`config.mk`:
```
export PLATFORM = sky130hd
export DESIGN_NAME = esdu_queue
export DESIGN_NICKNAME = d
export VERILOG_FILES = /design/src/esdu_pkg.sv /design/src/esdu_queue.sv
export SDC_FILE = /design/constraint.sdc
export NUM_CORES = 1
export LEC_CHECK = 0
export BUFFER_PORTS_ARGS = -buffer_cell sky130_fd_sc_hd__buf_4
export CAP_MARGIN = 40
export CORE_MARGIN = 2
export CORE_UTILIZATION = 40
export CTS_CLUSTER_DIAMETER = 40
export DETAILED_ROUTE_END_ITERATION = 8
export GPL_ROUTABILITY_DRIVEN = 0
export MAX_ROUTING_LAYER = met4
export SYNTH_ARGS = -nofsm -noshare
export SYNTH_HDL_FRONTEND = slang
export SYNTH_SLANG_ARGS = --single-unit
```
`constraint.sdc`:
```
create_clock -name clk -period 7.62 [get_ports clk]
set_input_delay 1.143 -clock clk [delete_from_list [all_inputs] [get_ports clk]]
set_output_delay 1.143 -clock clk [all_outputs]
set_load 0.01 [all_outputs]
```
`src/esdu_pkg.sv`:
```
// Package for the event Sobel decay update block.
// Types, register codes, Sobel tap tables and the decay ROM; no dependencies.
package esdu_pkg;

  localparam int MAX_COLUMNS   = 256;
  localparam int MAX_ROWS      = 256;
  localparam int DECAY_ENTRIES = 256;
  localparam int ADDR_W        = 16;
  localparam int GRAD_W        = 24;
  localparam int TIME_W        = 32;
  localparam int WORD_W        = TIME_W + 2 * GRAD_W;
  localparam int QUEUE_DEPTH   = 4;

  localparam logic [1:0] REG_ACTIVE_COLUMNS = 2'd0;
  localparam logic [1:0] REG_ACTIVE_ROWS    = 2'd1;
  localparam logic [1:0] REG_STEP_WEIGHT    = 2'd2;
  localparam logic [1:0] REG_DECAY_SHIFT    = 2'd3;

  localparam logic signed [GRAD_W-1:0] GRAD_MAX = 24'sh7FFFFF;
  localparam logic signed [GRAD_W-1:0] GRAD_MIN = 24'sh800000;

  typedef logic signed [2:0] tap_t;
  typedef tap_t tap_rom_t [9];

  // neighbour k = u*3 + v (column-major); taps already reordered
  localparam tap_rom_t TAP_X = '{-3'sd1, -3'sd2, -3'sd1, 3'sd0, 3'sd0, 3'sd0,
                                 3'sd1, 3'sd2, 3'sd1};
  localparam tap_rom_t TAP_Y = '{-3'sd1, 3'sd0, 3'sd1, -3'sd2, 3'sd0, 3'sd2,
                                 -3'sd1, 3'sd0, 3'sd1};

  typedef logic [1:0] off_rom_t [9];
  localparam off_rom_t OFF_U = '{2'd0, 2'd0, 2'd0, 2'd1, 2'd1, 2'd1, 2'd2, 2'd2, 2'd2};
  localparam off_rom_t OFF_V = '{2'd0, 2'd1, 2'd2, 2'd0, 2'd1, 2'd2, 2'd0, 2'd1, 2'd2};

  typedef logic [15:0] decay_rom_t [DECAY_ENTRIES];

  function automatic decay_rom_t build_decay();
    decay_rom_t  r;
    logic [63:0] p;
    logic [63:0] q;
    p = 64'h1_0000_0000;
    for (int i = 0; i < DECAY_ENTRIES; i++) begin
      q    = (p + 64'd65536) >> 17;
      r[i] = q[15:0];
      p    = (p * 64'd4185842567 + 64'h8000_0000) >> 32;
    end
    return r;
  endfunction

  localparam decay_rom_t DECAY_TABLE = build_decay();

  typedef struct packed {
    logic [8:0]  active_columns;
    logic [8:0]  active_rows;
    logic [15:0] step_weight;
    logic [4:0]  decay_shift;
  } cfg_t;

  typedef struct packed {
    logic [7:0]        col;
    logic [7:0]        row;
    logic [TIME_W-1:0] now;
    logic              on;
    tap_t              tap_x;
    tap_t              tap_y;
    logic              last;
  } job_t;

endpackage

```
`src/esdu_queue.sv`:
```
// Short job queue between front and back end.
// Uses esdu_pkg.
module esdu_queue import esdu_pkg::*; (
  input  logic clk,
  input  logic rst,
  input  logic push_valid,
  output logic push_ready,
  input  job_t push_job,
  output logic pop_valid,
  input  logic pop_ready,
  output job_t pop_job
);
  localparam int PW = $clog2(QUEUE_DEPTH);

  job_t        slots [QUEUE_DEPTH];
  logic [PW-1:0] wptr, rptr;
  logic [PW:0]   count;
  logic          push, pop;

  assign push_ready = (count != (PW+1)'(QUEUE_DEPTH));
  assign pop_valid  = (count != '0);
  assign pop_job    = slots[rptr];
  assign push       = push_valid && push_ready;
  assign pop        = pop_valid && pop_ready;

  always_ff @(posedge clk) begin
    if (rst) begin
      wptr  <= '0;
      rptr  <= '0;
      count <= '0;
    end else begin
      if (push) begin
        wptr <= wptr + 1'b1;
      end
      if (pop) begin
        rptr <= rptr + 1'b1;
      end
      count <= count + (PW+1)'(push) - (PW+1)'(pop);
    end
  end

  always_ff @(posedge clk) begin
    if (push) begin
      slots[wptr] <= push_job;
    end
  end
endmodule

```
* Word level (Yosys, flattened, before mapping)
Memories as Yosys holds them, arrays and structs flattened. A register that Yosys moved wholly into a read port is not among the register bits.
Index checks and enable logic that the tools add are counted.
** Operators by class
- $add $sub $neg :: 4
- Eq/ne operators :: 1
- Mux-type cells :: 4
- Reduce and logical (&&, ||, !) cells :: 3
** Operators with widths (count)
- $add 2x1->2 const B :: 2
- $mux 2 :: 2
- $add 3x1->3 :: 1
- $ne 3x3->1 const B :: 1
- $reduce_bool 3->1 :: 1
- $sub 3x1->3 :: 1
- $logic_and 1x1->1 :: 2
- $mux 1 :: 2
** Word-level totals
- Bits in registers :: 7
- Bits in writable memories :: 224
- Bits of input ports :: 60
- Output and inout port bits :: 58
- Logic and storage cells :: 16
- Memories kept :: 1
** Memories
- slots :: words 4, bits a word 56, read ports 1, clocked after Yosys merged registers in 1, write ports 1, line esdu_queue.sv:15 : job_t slots [QUEUE_DEPTH];

* Depth between registers and ports, before layout
- Word-level depth :: 4
- Gate-level depth with buffers :: 11
- Depth with buffers taken out :: 11

* Worst setup path after synthesis
No wires, ideal clock.
- Kind :: in2reg
- Start point :: input push_valid
- End point :: memory slots[0][0] in the netlist's numbering (enable)
- Library setup time :: 420 ps
- Arrival time :: 2769 ps
- Required time :: 7200 ps
- Path slack :: 4431 ps
- Cell stages on the path :: 2
- Buffers on the path :: 0
- Cell sequence :: a21boi_2 and2_1
** Between the ends
- Word-level cells in the longest chain between the ends :: 3
** Ends and longest elaborated chain
- from (decl) :: line esdu_queue.sv:6 : input logic push_valid,
- $logic_and 1x1->1 :: line esdu_queue.sv:23 : assign push = push_valid && push_ready;
- $mux 1 :: line esdu_queue.sv:43 : if (push) begin
- $mux 1 (not written as such) :: line esdu_queue.sv:44 : slots[wptr] <= push_job;
- to (decl) :: line esdu_queue.sv:15
Every way passes these cells.

==> out/qor.txt <==
NumNets Final = 549
Reg2Reg Depth = 11
Post-Syn Area = 8580 sq um
CTS tree = yes
CTS H-tree depth = 1
Synth top area cells = edfxtp_1 78%, mux4_2 15%, dfxtp_1 2.1%
DRT Pass-1 Iters = 5
Non-Filler Instances = 779
Antenna diodes = 0
Met2 WL = 7.68 mm
Worst hold stages = 2
Layout cells sized above 1 = 0.470
DIE AREA = 22600 sq um
Num CTS Buffers = 28
Overall Global Routing Usage = 0.142
Clock sink count = 233
Final Hold Vio Count = 0
Top cell type by total area after synthesis = edfxtp_1
Fin Setup TNS = 0 ps
Hold buffers post-CTS = 0
Cell family with most CP delay = buffers and inverters
Final hold slack = 540 ps
Port bufs = 117
Core box area = 21000 sq um
Met3 routed WL = 1.04 mm
Cell row count = 53
Initial antenna violation count = 0
# Post-CTS Setup Buffers = 0
Placed instance count = 727
Worst VDD drop = 0.000148 V
Post-synthesis sequential area ratio = 0.805
Average size of a mapped cell = 25.2 sq um
Number of global-route vias before repair = 4185
Clk slew on worst S/H paths = 60 ps
Layout area overhead = 26.1%
Final setup fails = 0
Max Freq = 268 MHz
DR vias = 3929
R2R Setup Slk = 5160 ps
Slowest CP cell = dfxtp_4
Syn Inst Count = 341
Slew @ Worst Pin = 618 ps
Maxcap violations = 0
FF-to-FF End = count[2]
Total placed instance area = 9810 sq um
YS warnings = 0
R2R Path Start = count[1]
Crit-path cells = buf_4 > buf_12 > mux4_2 > buf_4
Drt wl/cell = 19.9 um
Fin crit period = 3740 ps
Cell depth of the worst setup path = 4
First-pass GRT wire length = 23.3 mm
Synth Register Bits = 233
Syn nets = 408
Worst path max stage delay = 570 ps
Filler cells = 1680
Worst Clk Skew = 10.5 ps
Leak = 3.66 nW
Area share of the largest cell type after synthesis = 0.784
Initial DRC Count = 152
Congestion Overflow GR = 0
Die height = 150 um
Clock Tree Buf Depth = 3
Startpoint Class = flip-flop
Starting Density = 0.408
RSZ-0062 raised after global routing = false
CP max FO = 21
Number of flops mapped to enable cells by yosys = 224
Hold Path Origin = wptr[1]
Req. time, crit path = 6480 ps
Top FF cell, synth = edfxtp_1
# IOs = 118
Met1 wire length = 6.49 mm
Top sig layer = met4
Post-DP HPWL = 9.25 mm
Async SR Flop Fraction = 0
Fin area = 10800 sq um
Crit path DAT = 2590 ps
Hold Crit Endpoint = wptr[1]
Hold Path Class = reg2reg
Largest net degree at the start of global routing = 41
Worst slew margin = 0.588
Final antenna-violating net count = 0
Root buf cell = clkbuf_16
# resized after CTS = 0
Crit path setup slack, layout = 3880 ps
Most repeated library cell on the critical path = buf_4
Final Max Tran Viols = 0
Post-synthesis cell type count = 25
Post-Route WL = 15.5 mm
DR DRC count = 0
Pre-CTS WS = 4340 ps
Status = finished, final reports clean
Worst Setup Path Type = reg2out
Vias per inst = 5.04
Endpoint class of the critical path = output pin
Die Wd = 150 um
Clk_lat worst skew = 520 ps
CP Buf/Inv Count = 3
PD cells = 361 nW/um^2
Tcrit/Tclk final = 0.490
## state kept, by name, summed over array words and instances (netlist names), named ones only
name   count
count      3
slots    224
rptr       2
wptr       2
## worst register-to-register path: cells and delay by family (launching register included)
kind            cells  cell delay (ps)
compound gates      1              340
xor+xnor            1              160
simple gates        3              410
fa+ha+maj           3              800
flops               1              450
buf+inv             3              210
## layout make-up
class,count,area (sq um),area share
multi-input cells,90,1540,0.142
inverters,5,18.8,0.00173
clock buffers,33,761,0.0703
flip-flops and latches,233,6910,0.638
well taps,275,344,0.0318
repair buffers,124,993,0.0918
clock inverters,19,260,0.0240
## cells in the final DEF, fill, tap and decap left out, drive strengths merged, types with 2 or more instances in the layout
cell type	instances
inv	9
clkinvlp	6
clkinv	4
clkbuf	33
nand2b	2
nor2	8
dfxtp	9
buf	124
ha	6
xor2	2
edfxtp	224
mux4	56
and2	5
bufinv	5
## cells by family (layout without fill, tap and decap cells)
kind of cell / count (synthesis) / after routing / share of synthesized area
flops: 233 / 233 / 0.805
mux: 58 / 58 / 0.149
compound gates: 3 / 3 / 0.00335
fa+ha+maj: 7 / 7 / 0.0111
xor+xnor: 3 / 3 / 0.00306
buf+inv: 18 / 181 / 0.0175
simple gates: 19 / 19 / 0.0111
## cells in the mapped netlist, drive strengths merged, types with 2 or more instances
cell type / count
and2: 5
buf: 11
clkbuf: 2
dfxtp: 9
edfxtp: 224
ha: 6
inv: 5
mux4: 56
nand2b: 2
nor2: 8
xor2: 2
## per-layer routing
layer  vias to the layer above  track usage
met3                        28       0.0373
met2                       113        0.225
met4                         0       0.0387
met1                      2051        0.184
li1                       1737            -
met5                         -            -
## through the flow
stage,total power (W),util
after detailed placement,0.00257,0.466
after CTS,0.00398,0.515
after global placement,0.00252,0.462
final,0.00391,0.515
after global routing,0.00409,0.515
after floorplan,0.00219,-
## power by group
part / leakage (nW) / total, W / switching, W / internal [W]
clock network: 0.478 / 0.00140 / 0.000507 / 0.000892
registers: 2.13 / 0.00164 / 0.0000688 / 0.00157
logic: 1.05 / 0.000872 / 0.000407 / 0.000465
total: 3.66 / 0.00391 / 0.000982 / 0.00293
## worst max path at each step
stage,from,end,slack (ps)
global route,flip-flop,pop_job[23],3690
finish,flip-flop,pop_job[23],3880
CTS,flip-flop,pop_job[11],3780
global placement,flip-flop,pop_job[23],4240
floorplan,push_valid,slots[0][0],4430
detailed placement,flip-flop,pop_job[11],4340
Note: power is estimated with default switching activity, not from simulation.
