==> src/esdu_pkg.sv <==
// Package for the event Sobel decay update block.
// Types, register codes, Sobel tap tables and the decay ROM; no dependencies.
package esdu_pkg;

  localparam int MAX_COLUMNS   = 256;
  localparam int MAX_ROWS      = 256;
  localparam int DECAY_ENTRIES = 256;
  localparam int ADDR_W        = 16;
  localparam int GRAD_W        = 24;
  localparam int TIME_W        = 32;
  localparam int WORD_W        = TIME_W + 2 * GRAD_W;
  localparam int QUEUE_DEPTH   = 4;

  localparam logic [1:0] REG_ACTIVE_COLUMNS = 2'd0;
  localparam logic [1:0] REG_ACTIVE_ROWS    = 2'd1;
  localparam logic [1:0] REG_STEP_WEIGHT    = 2'd2;
  localparam logic [1:0] REG_DECAY_SHIFT    = 2'd3;

  localparam logic signed [GRAD_W-1:0] GRAD_MAX = 24'sh7FFFFF;
  localparam logic signed [GRAD_W-1:0] GRAD_MIN = 24'sh800000;

  typedef logic signed [2:0] tap_t;
  typedef tap_t tap_rom_t [9];

  // neighbour k = u*3 + v (column-major); taps already reordered
  localparam tap_rom_t TAP_X = '{-3'sd1, -3'sd2, -3'sd1, 3'sd0, 3'sd0, 3'sd0,
                                 3'sd1, 3'sd2, 3'sd1};
  localparam tap_rom_t TAP_Y = '{-3'sd1, 3'sd0, 3'sd1, -3'sd2, 3'sd0, 3'sd2,
                                 -3'sd1, 3'sd0, 3'sd1};

  typedef logic [1:0] off_rom_t [9];
  localparam off_rom_t OFF_U = '{2'd0, 2'd0, 2'd0, 2'd1, 2'd1, 2'd1, 2'd2, 2'd2, 2'd2};
  localparam off_rom_t OFF_V = '{2'd0, 2'd1, 2'd2, 2'd0, 2'd1, 2'd2, 2'd0, 2'd1, 2'd2};

  typedef logic [15:0] decay_rom_t [DECAY_ENTRIES];

  function automatic decay_rom_t build_decay();
    decay_rom_t  r;
    logic [63:0] p;
    logic [63:0] q;
    p = 64'h1_0000_0000;
    for (int i = 0; i < DECAY_ENTRIES; i++) begin
      q    = (p + 64'd65536) >> 17;
      r[i] = q[15:0];
      p    = (p * 64'd4185842567 + 64'h8000_0000) >> 32;
    end
    return r;
  endfunction

  localparam decay_rom_t DECAY_TABLE = build_decay();

  typedef struct packed {
    logic [8:0]  active_columns;
    logic [8:0]  active_rows;
    logic [15:0] step_weight;
    logic [4:0]  decay_shift;
  } cfg_t;

  typedef struct packed {
    logic [7:0]        col;
    logic [7:0]        row;
    logic [TIME_W-1:0] now;
    logic              on;
    tap_t              tap_x;
    tap_t              tap_y;
    logic              last;
  } job_t;

endpackage

==> src/esdu_front.sv <==
// Front end: accepts an event and issues its in-bounds neighbours as jobs.
// Uses esdu_pkg.
module esdu_front import esdu_pkg::*; (
  input  logic        clk,
  input  logic        rst,
  input  cfg_t        cfg,
  input  logic        blocked,
  input  logic        s_tvalid,
  output logic        s_tready,
  input  logic [55:0] s_tdata,
  output logic        job_valid,
  input  logic        job_ready,
  output job_t        job
);
  logic [8:0]        mask;
  logic [8:0]        mask_in;
  logic [7:0]        ev_col, ev_row;
  logic [TIME_W-1:0] ev_time;
  logic              ev_on;
  logic [3:0]        sel;
  logic [8:0]        rest;
  logic [9:0]        col_lim, row_lim;
  logic [9:0]        xs [3];
  logic [9:0]        ys [3];
  logic [2:0]        xok, yok;

  assign col_lim = (cfg.active_columns > 9'(MAX_COLUMNS)) ? 10'(MAX_COLUMNS)
                                                          : {1'b0, cfg.active_columns};
  assign row_lim = (cfg.active_rows > 9'(MAX_ROWS)) ? 10'(MAX_ROWS)
                                                    : {1'b0, cfg.active_rows};

  always_comb begin
    for (int u = 0; u < 3; u++) begin
      xs[u]  = {2'b0, s_tdata[39:32]} + 10'(u) - 10'd1;
      ys[u]  = {2'b0, s_tdata[47:40]} + 10'(u) - 10'd1;
      xok[u] = !xs[u][9] && (xs[u] < col_lim);
      yok[u] = !ys[u][9] && (ys[u] < row_lim);
    end
    for (int k = 0; k < 9; k++) begin
      mask_in[k] = xok[k / 3] && yok[k % 3];
    end
  end

  always_comb begin
    sel = 4'd0;
    for (int k = 8; k >= 0; k--) begin
      if (mask[k]) begin
        sel = 4'(k);
      end
    end
    rest = mask & ~(9'd1 << sel);
  end

  assign s_tready  = !blocked && (mask == '0);
  assign job_valid = (mask != '0);

  always_comb begin
    job.col   = ev_col + 8'(OFF_U[sel]) - 8'd1;
    job.row   = ev_row + 8'(OFF_V[sel]) - 8'd1;
    job.now   = ev_time;
    job.on    = ev_on;
    job.tap_x = TAP_X[sel];
    job.tap_y = TAP_Y[sel];
    job.last  = (rest == '0);
  end

  always_ff @(posedge clk) begin
    if (rst) begin
      mask <= '0;
    end else if (s_tvalid && s_tready) begin
      mask <= mask_in;
    end else if (job_valid && job_ready) begin
      mask <= rest;
    end
  end

  always_ff @(posedge clk) begin
    if (s_tvalid && s_tready) begin
      ev_time <= s_tdata[31:0];
      ev_col  <= s_tdata[39:32];
      ev_row  <= s_tdata[47:40];
      ev_on   <= s_tdata[48];
    end
  end
endmodule

==> config.mk <==
export PLATFORM = sky130hd
export DESIGN_NAME = esdu_front
export DESIGN_NICKNAME = d
export VERILOG_FILES = /design/src/esdu_pkg.sv /design/src/esdu_front.sv
export SDC_FILE = /design/constraint.sdc
export NUM_CORES = 1
export LEC_CHECK = 0
export BUFFER_PORTS_ARGS = -buffer_cell sky130_fd_sc_hd__buf_2
export CORE_ASPECT_RATIO = 0.5
export CORE_MARGIN = 1
export CORE_UTILIZATION = 35
export CTS_BUF_LIST = sky130_fd_sc_hd__clkbuf_8
export DETAILED_ROUTE_END_ITERATION = 12
export HOLD_SLACK_MARGIN = 0.06
export SLEW_MARGIN = 15
export SYNTH_ARGS = -nofsm -noshare
export SYNTH_HDL_FRONTEND = slang
export SYNTH_SLANG_ARGS = --single-unit
export TNS_END_PERCENT = 20
==> constraint.sdc <==
create_clock -name clk -period 5.9 [get_ports clk]
set_input_delay 0.295 -clock clk [delete_from_list [all_inputs] [get_ports clk]]
set_output_delay 0.295 -clock clk [all_outputs]
set_load 0.05 [all_outputs]
After elaboration in Yosys (flattened, before gate mapping)
Memories as Yosys holds them, arrays and structs flattened.
Index checks and enable logic that the tools add are counted.
{"block": "word_totals", "regBits": 58, "output_inout_bits": 58, "mem_count": 4, "rom_bits": 160, "input_bits": 100, "word_cells": 86}
{"memory": "(no name shown)", "depth": 16, "word_bits": 3, "rd": 1, "rd_ports_with_merged_regs": 0, "write_ports": 0, "line_no": "esdu_front.sv:63", "source": "job.tap_y = TAP_Y[sel];"}
{"memory": "(no name shown)", "depth": 16, "word_bits": 3, "rd": 1, "rd_ports_with_merged_regs": 0, "write_ports": 0, "line_no": "esdu_front.sv:62", "source": "job.tap_x = TAP_X[sel];"}
{"memory": "(no name shown)", "depth": 16, "word_bits": 2, "rd": 1, "rd_ports_with_merged_regs": 0, "write_ports": 0, "line_no": "esdu_front.sv:59", "source": "job.row = ev_row + 8'(OFF_V[sel]) - 8'd1;"}
{"memory": "(no name shown)", "depth": 16, "word_bits": 2, "rd": 1, "rd_ports_with_merged_regs": 0, "write_ports": 0, "line_no": "esdu_front.sv:58", "source": "job.col = ev_col + 8'(OFF_U[sel]) - 8'd1;"}
{"block": "classes", "n_addsub": 14, "bitwise_logic": 3, "mux": 21, "n_reduce_logical": 29, "order_cmp": 9, "shift": 1}
{"cell": "less-than comparator 10 x 9 -> 1 bit", "n": 6}
{"cell": "subtractor 9 x 1 -> 10 bit, second input constant", "n": 4}
{"cell": "2-to-1 mux 4 bit", "n": 9}
{"cell": "2-to-1 mux 9 bit", "n": 4}
{"cell": "adder 8 x 1 -> 9 bit, second input constant", "n": 2}
{"cell": "adder 8 x 2 -> 9 bit, second input constant", "n": 2}
{"cell": "> comparator 9 bit, second input constant", "n": 2}
{"cell": "logical AND 1 bit", "n": 18}
{"cell": "zero test 9 bit", "n": 2}
{"cell": "subtractor 8 x 1 -> 9 bit, second input constant", "n": 2}
{"cell": "adder 8 x 2 -> 8 bit", "n": 2}
{"cell": "subtractor 8 x 1 -> 8 bit, second input constant", "n": 2}
{"cell": "2-to-1 mux 3 bit", "n": 4}
{"cell": "AND 9 bit", "n": 1}
{"cell": "inverter 9 bit", "n": 1}
{"cell": "nonzero test 9 bit", "n": 1}
{"cell": "left shift 1 x 4 -> 9 bit, first input constant", "n": 1}
{"cell": "2-to-1 mux 2 bit", "n": 4}
{"cell": "zero test 1 bit", "n": 7}
{"cell": ">= comparator 5 bit, second input constant", "n": 1}
{"cell": "inverter 4 -> 5 bit", "n": 1}
{"cell": "nonzero test 2 bit", "n": 1}

Logic depth before layout (Yosys ltp)
{"block": "depth", "word_depth": 15, "depth_mapped": 17, "mapped_depth_nobuf": 17}

Worst setup path after synthesis
OpenSTA, ideal clock, no wires.
{"block": "synth_timing", "path_kind": "register to output", "from": "register mask[4]", "to": "output job[47] (netlist bit)", "required_ps": 5605, "arrival_ps": 3630, "path_stages_with_launch": 17, "slack_ps": 1975, "n_path_buf": 2, "path_cell_list": "dfxtp_1 -> or4_4 -> and2_0 -> buf_6 -> inv_1 -> buf_2 -> nand2_1 -> and3_1 -> ha_1 -> inv_1 -> ha_1 -> fa_1 -> a21o_1 -> a21oi_1 -> o21bai_1 -> a21oi_1 -> xnor2_1"}
{"item": "start: declaration", "line_no": "esdu_front.sv:15", "source": "logic [8:0] mask;"}
{"item": "start signal: assignment", "line_no": "esdu_front.sv:71", "source": "mask <= mask_in;"}
{"item": "start signal: assignment", "line_no": "esdu_front.sv:73", "source": "mask <= rest;"}
{"item": "end: declaration", "line_no": "esdu_front.sv:13", "source": "output job_t job"}

==> results.ini <==
[logic_synthesis]
syn_inst=423
ys.flop_type=edfxtp_1
netlist_area_um2=4350
synth_warnings=0
synth_nets=597
ys_ff_latch=58
seq_area_frac_synth_pct=38.0
syn_avg_cell_area_um2=10.3
synth_edf_count=49
synth_cell_types=58
async_flop_share_pct=0

[sta]
max_slew_margin_pct=47.9
setup_slack_ns=1.26
tns_ns=0
slew_viol_final=0
hold_viol=0
skew_ns=0.00598
fmax_mhz=216
holdWs_ns=0.136
fin_crit_ns=4.64
tightest_slew_ns=0.774
rsz0062_at_grt=no
setup_viol=0
fin_crit_sh_pct=78.6

[setup_path]
reg2reg_depth=6
worstPathRequired_ns=5.61
cp.arrival_ns=4.34
cp_cell_sequence=nor4_1, and2_0, inv_1, a31oi_1, ha_1, inv_1, ha_1, fa_1, a21o_1, a21oi_1, o21bai_1, a21oi_1, xnor2_1, buf_2
critPathMaxStageDelay_ns=0.71
worst-setup-path-type=reg -> out
worstSetupStartpointType=flop
end_kind=primary output
slowest_stage=nor4_1
cp_max_fo=12

[clock_tree]
h-tree-depth=3
clock-root-buffer=clkbuf_8
post_cts_resized=0
cts_setup_buffers=0
cts_tree=yes
hold_buffers=0
clk_pin_slew_ns=0.06
cts_buffers=9
clk_latency_ns=0.33
clock-sinks=58
clk_path_buf_depth=2

[worst_hold_path]
hold_path.class=in -> reg
min_path_cells=1

[global_route]
groute.usage.overall_pct=16.3
grt-ovfl-total=0
antenna_found_initial=0
grt_pass1_vias=3370
grt_max_degree=50
grt_pass1_wl_um=16500

[route]
drc_errors=0
dr_total_vias=3535
drt-vias-per-instance=4.90
drt_iter0_markers=138
wl_um=9790
first_pass_iters=4
detail-route-antenna-nets=0
wl_per_cell_um=13.6

[die]
fp.dieH_um=80.8
io_pins=158
chipWidth_um=160
start_util_pct=36.4
coreArea_um2=11900
rows=28
die_area_um2=12900

[placed_design]
place_hpwl_um=7750
port_buffers=129
post-place-ws_ns=1.65
gp_congestion=0.825

[pwr]
ir_drop_uv=224
p_leak_nw=2.45
finalPower_w=0.00205
cellPowerDensity_nw_per_um2=388

[final_layout]
nFillCells=1198
final_net_count=729
drive_above_1_share_pct=28.0
antenna_cells=0
area_growth_pct=21.6
post-route-util_pct=44.3

[outcome]
status=finished clean

[flow_run]
max_cap_violations=0

-- per-layer routing --
| metal | GRT usage, % | part of all wire [%] |
|---|---|---|
| met1 | 19.8 | 46 |
| met2 | 29.4 | 49 |
| met3 | 3.98 | 4.0 |
| met4 | 4.04 | 0.59 |
| met5 | 0 | 0 |
-- worst max-delay path: cells and delay by family (launching register included) --
kind / cells / cell delay, ns
buffers and inverters: 3 / 0.62
AOI/OAI and AO/OA: 5 / 0.93
DFF: 1 / 0.36
xor gates and xnor gates: 1 / 0.17
adders and majority gates: 3 / 0.78
and+or+nand+nor: 2 / 1.16
-- worst paths after layout --
| check | from | to | slack [ns] |
|---|---|---|---|
| worst min-delay path | s_tdata[24] | ev_time[24] | 0.14 |
| worst min register to register | mask[5] | mask[5] | 0.58 |
| worst max-delay path | mask[0] | job[47] | 1.26 |
| worst max register to register | mask[0] | mask[3] | 3.52 |
-- logic make-up after synthesis --
group	share of synthesized area, %
AND/OR/NAND/NOR	13.5
AO/OA/AOI/OAI	14.5
adder cells (fa/ha/maj)	21.6
buffers and inverters	5.70
flip-flops	38.0
XOR/XNOR	6.65
-- through the flow --
| stage | instance area (um2) | instances |
|---|---|---|
| after floorplan | 4350 | 423 |
| after global placement | 5150 | 709 |
| after detailed placement | 5150 | 709 |
| after CTS | 5290 | 722 |
| after global routing | 5290 | 722 |
| final | 5290 | 722 |
-- state kept, by name, summed over array words and instances, names as in the netlist --
| name | count |
|---|---|
| ev_row | 8 |
| ev_col | 8 |
| ev_on | 1 |
| mask | 9 |
| ev_time | 32 |
-- final cells by class --
cell class / count / area [um2] / share of cell area (%)
multi-input cells: 307 / 2450 / 46.3
flip-flops and latches: 58 / 1650 / 31.2
repair buffers: 131 / 661 / 12.5
well taps: 165 / 206 / 3.91
inverters: 48 / 180 / 3.41
clock buffers: 9 / 124 / 2.34
clock inverters: 4 / 15.0 / 0.284
-- cells in the mapped netlist, drive strengths merged, types with 3 or more instances --
library cell | number | area share, %
ha | 72 | 21
a32o | 9 | 2.2
a211o | 3 | 0.60
clkbuf | 6 | 0.75
nand4 | 6 | 0.86
a21oi | 25 | 2.9
and2 | 3 | 0.43
xnor2 | 20 | 4.0
nor2 | 19 | 1.6
buf | 4 | 0.81
nand2b | 4 | 0.58
inv | 47 | 4.1
or4 | 4 | 0.86
nor4 | 3 | 0.78
dfxtp | 9 | 4.1
o211ai | 3 | 0.52
nand3 | 14 | 1.6
nand2 | 36 | 3.1
a211oi | 4 | 0.69
nor3 | 8 | 0.92
a21o | 9 | 1.7
o21ai | 13 | 1.5
edfxtp | 49 | 34
and3 | 7 | 1.0
xor2 | 13 | 2.6
-- where the power goes --
group	internal [W]	switching, W	total, W	leakage (nW)
sequential	0.000508	0.0000227	0.000530	0.524
clock	0.000139	0.000142	0.000281	0.0785
combinational	0.000330	0.000911	0.00124	1.85
total	0.000977	0.00108	0.00205	2.45
-- placed cells by master (no fill, tap or decap), types with 9 or more instances in the layout --
cell and count:
dfxtp_1 9, buf_2 129, nand2_1 36, o21ai_0 13
inv_1 49, xnor2_1 20, a21oi_1 25, clkbuf_8 9
edfxtp_1 49, nor2_1 19, xor2_1 13, nand3_1 14
ha_1 72
No activity file was read; power rests on OpenSTA's default activity.
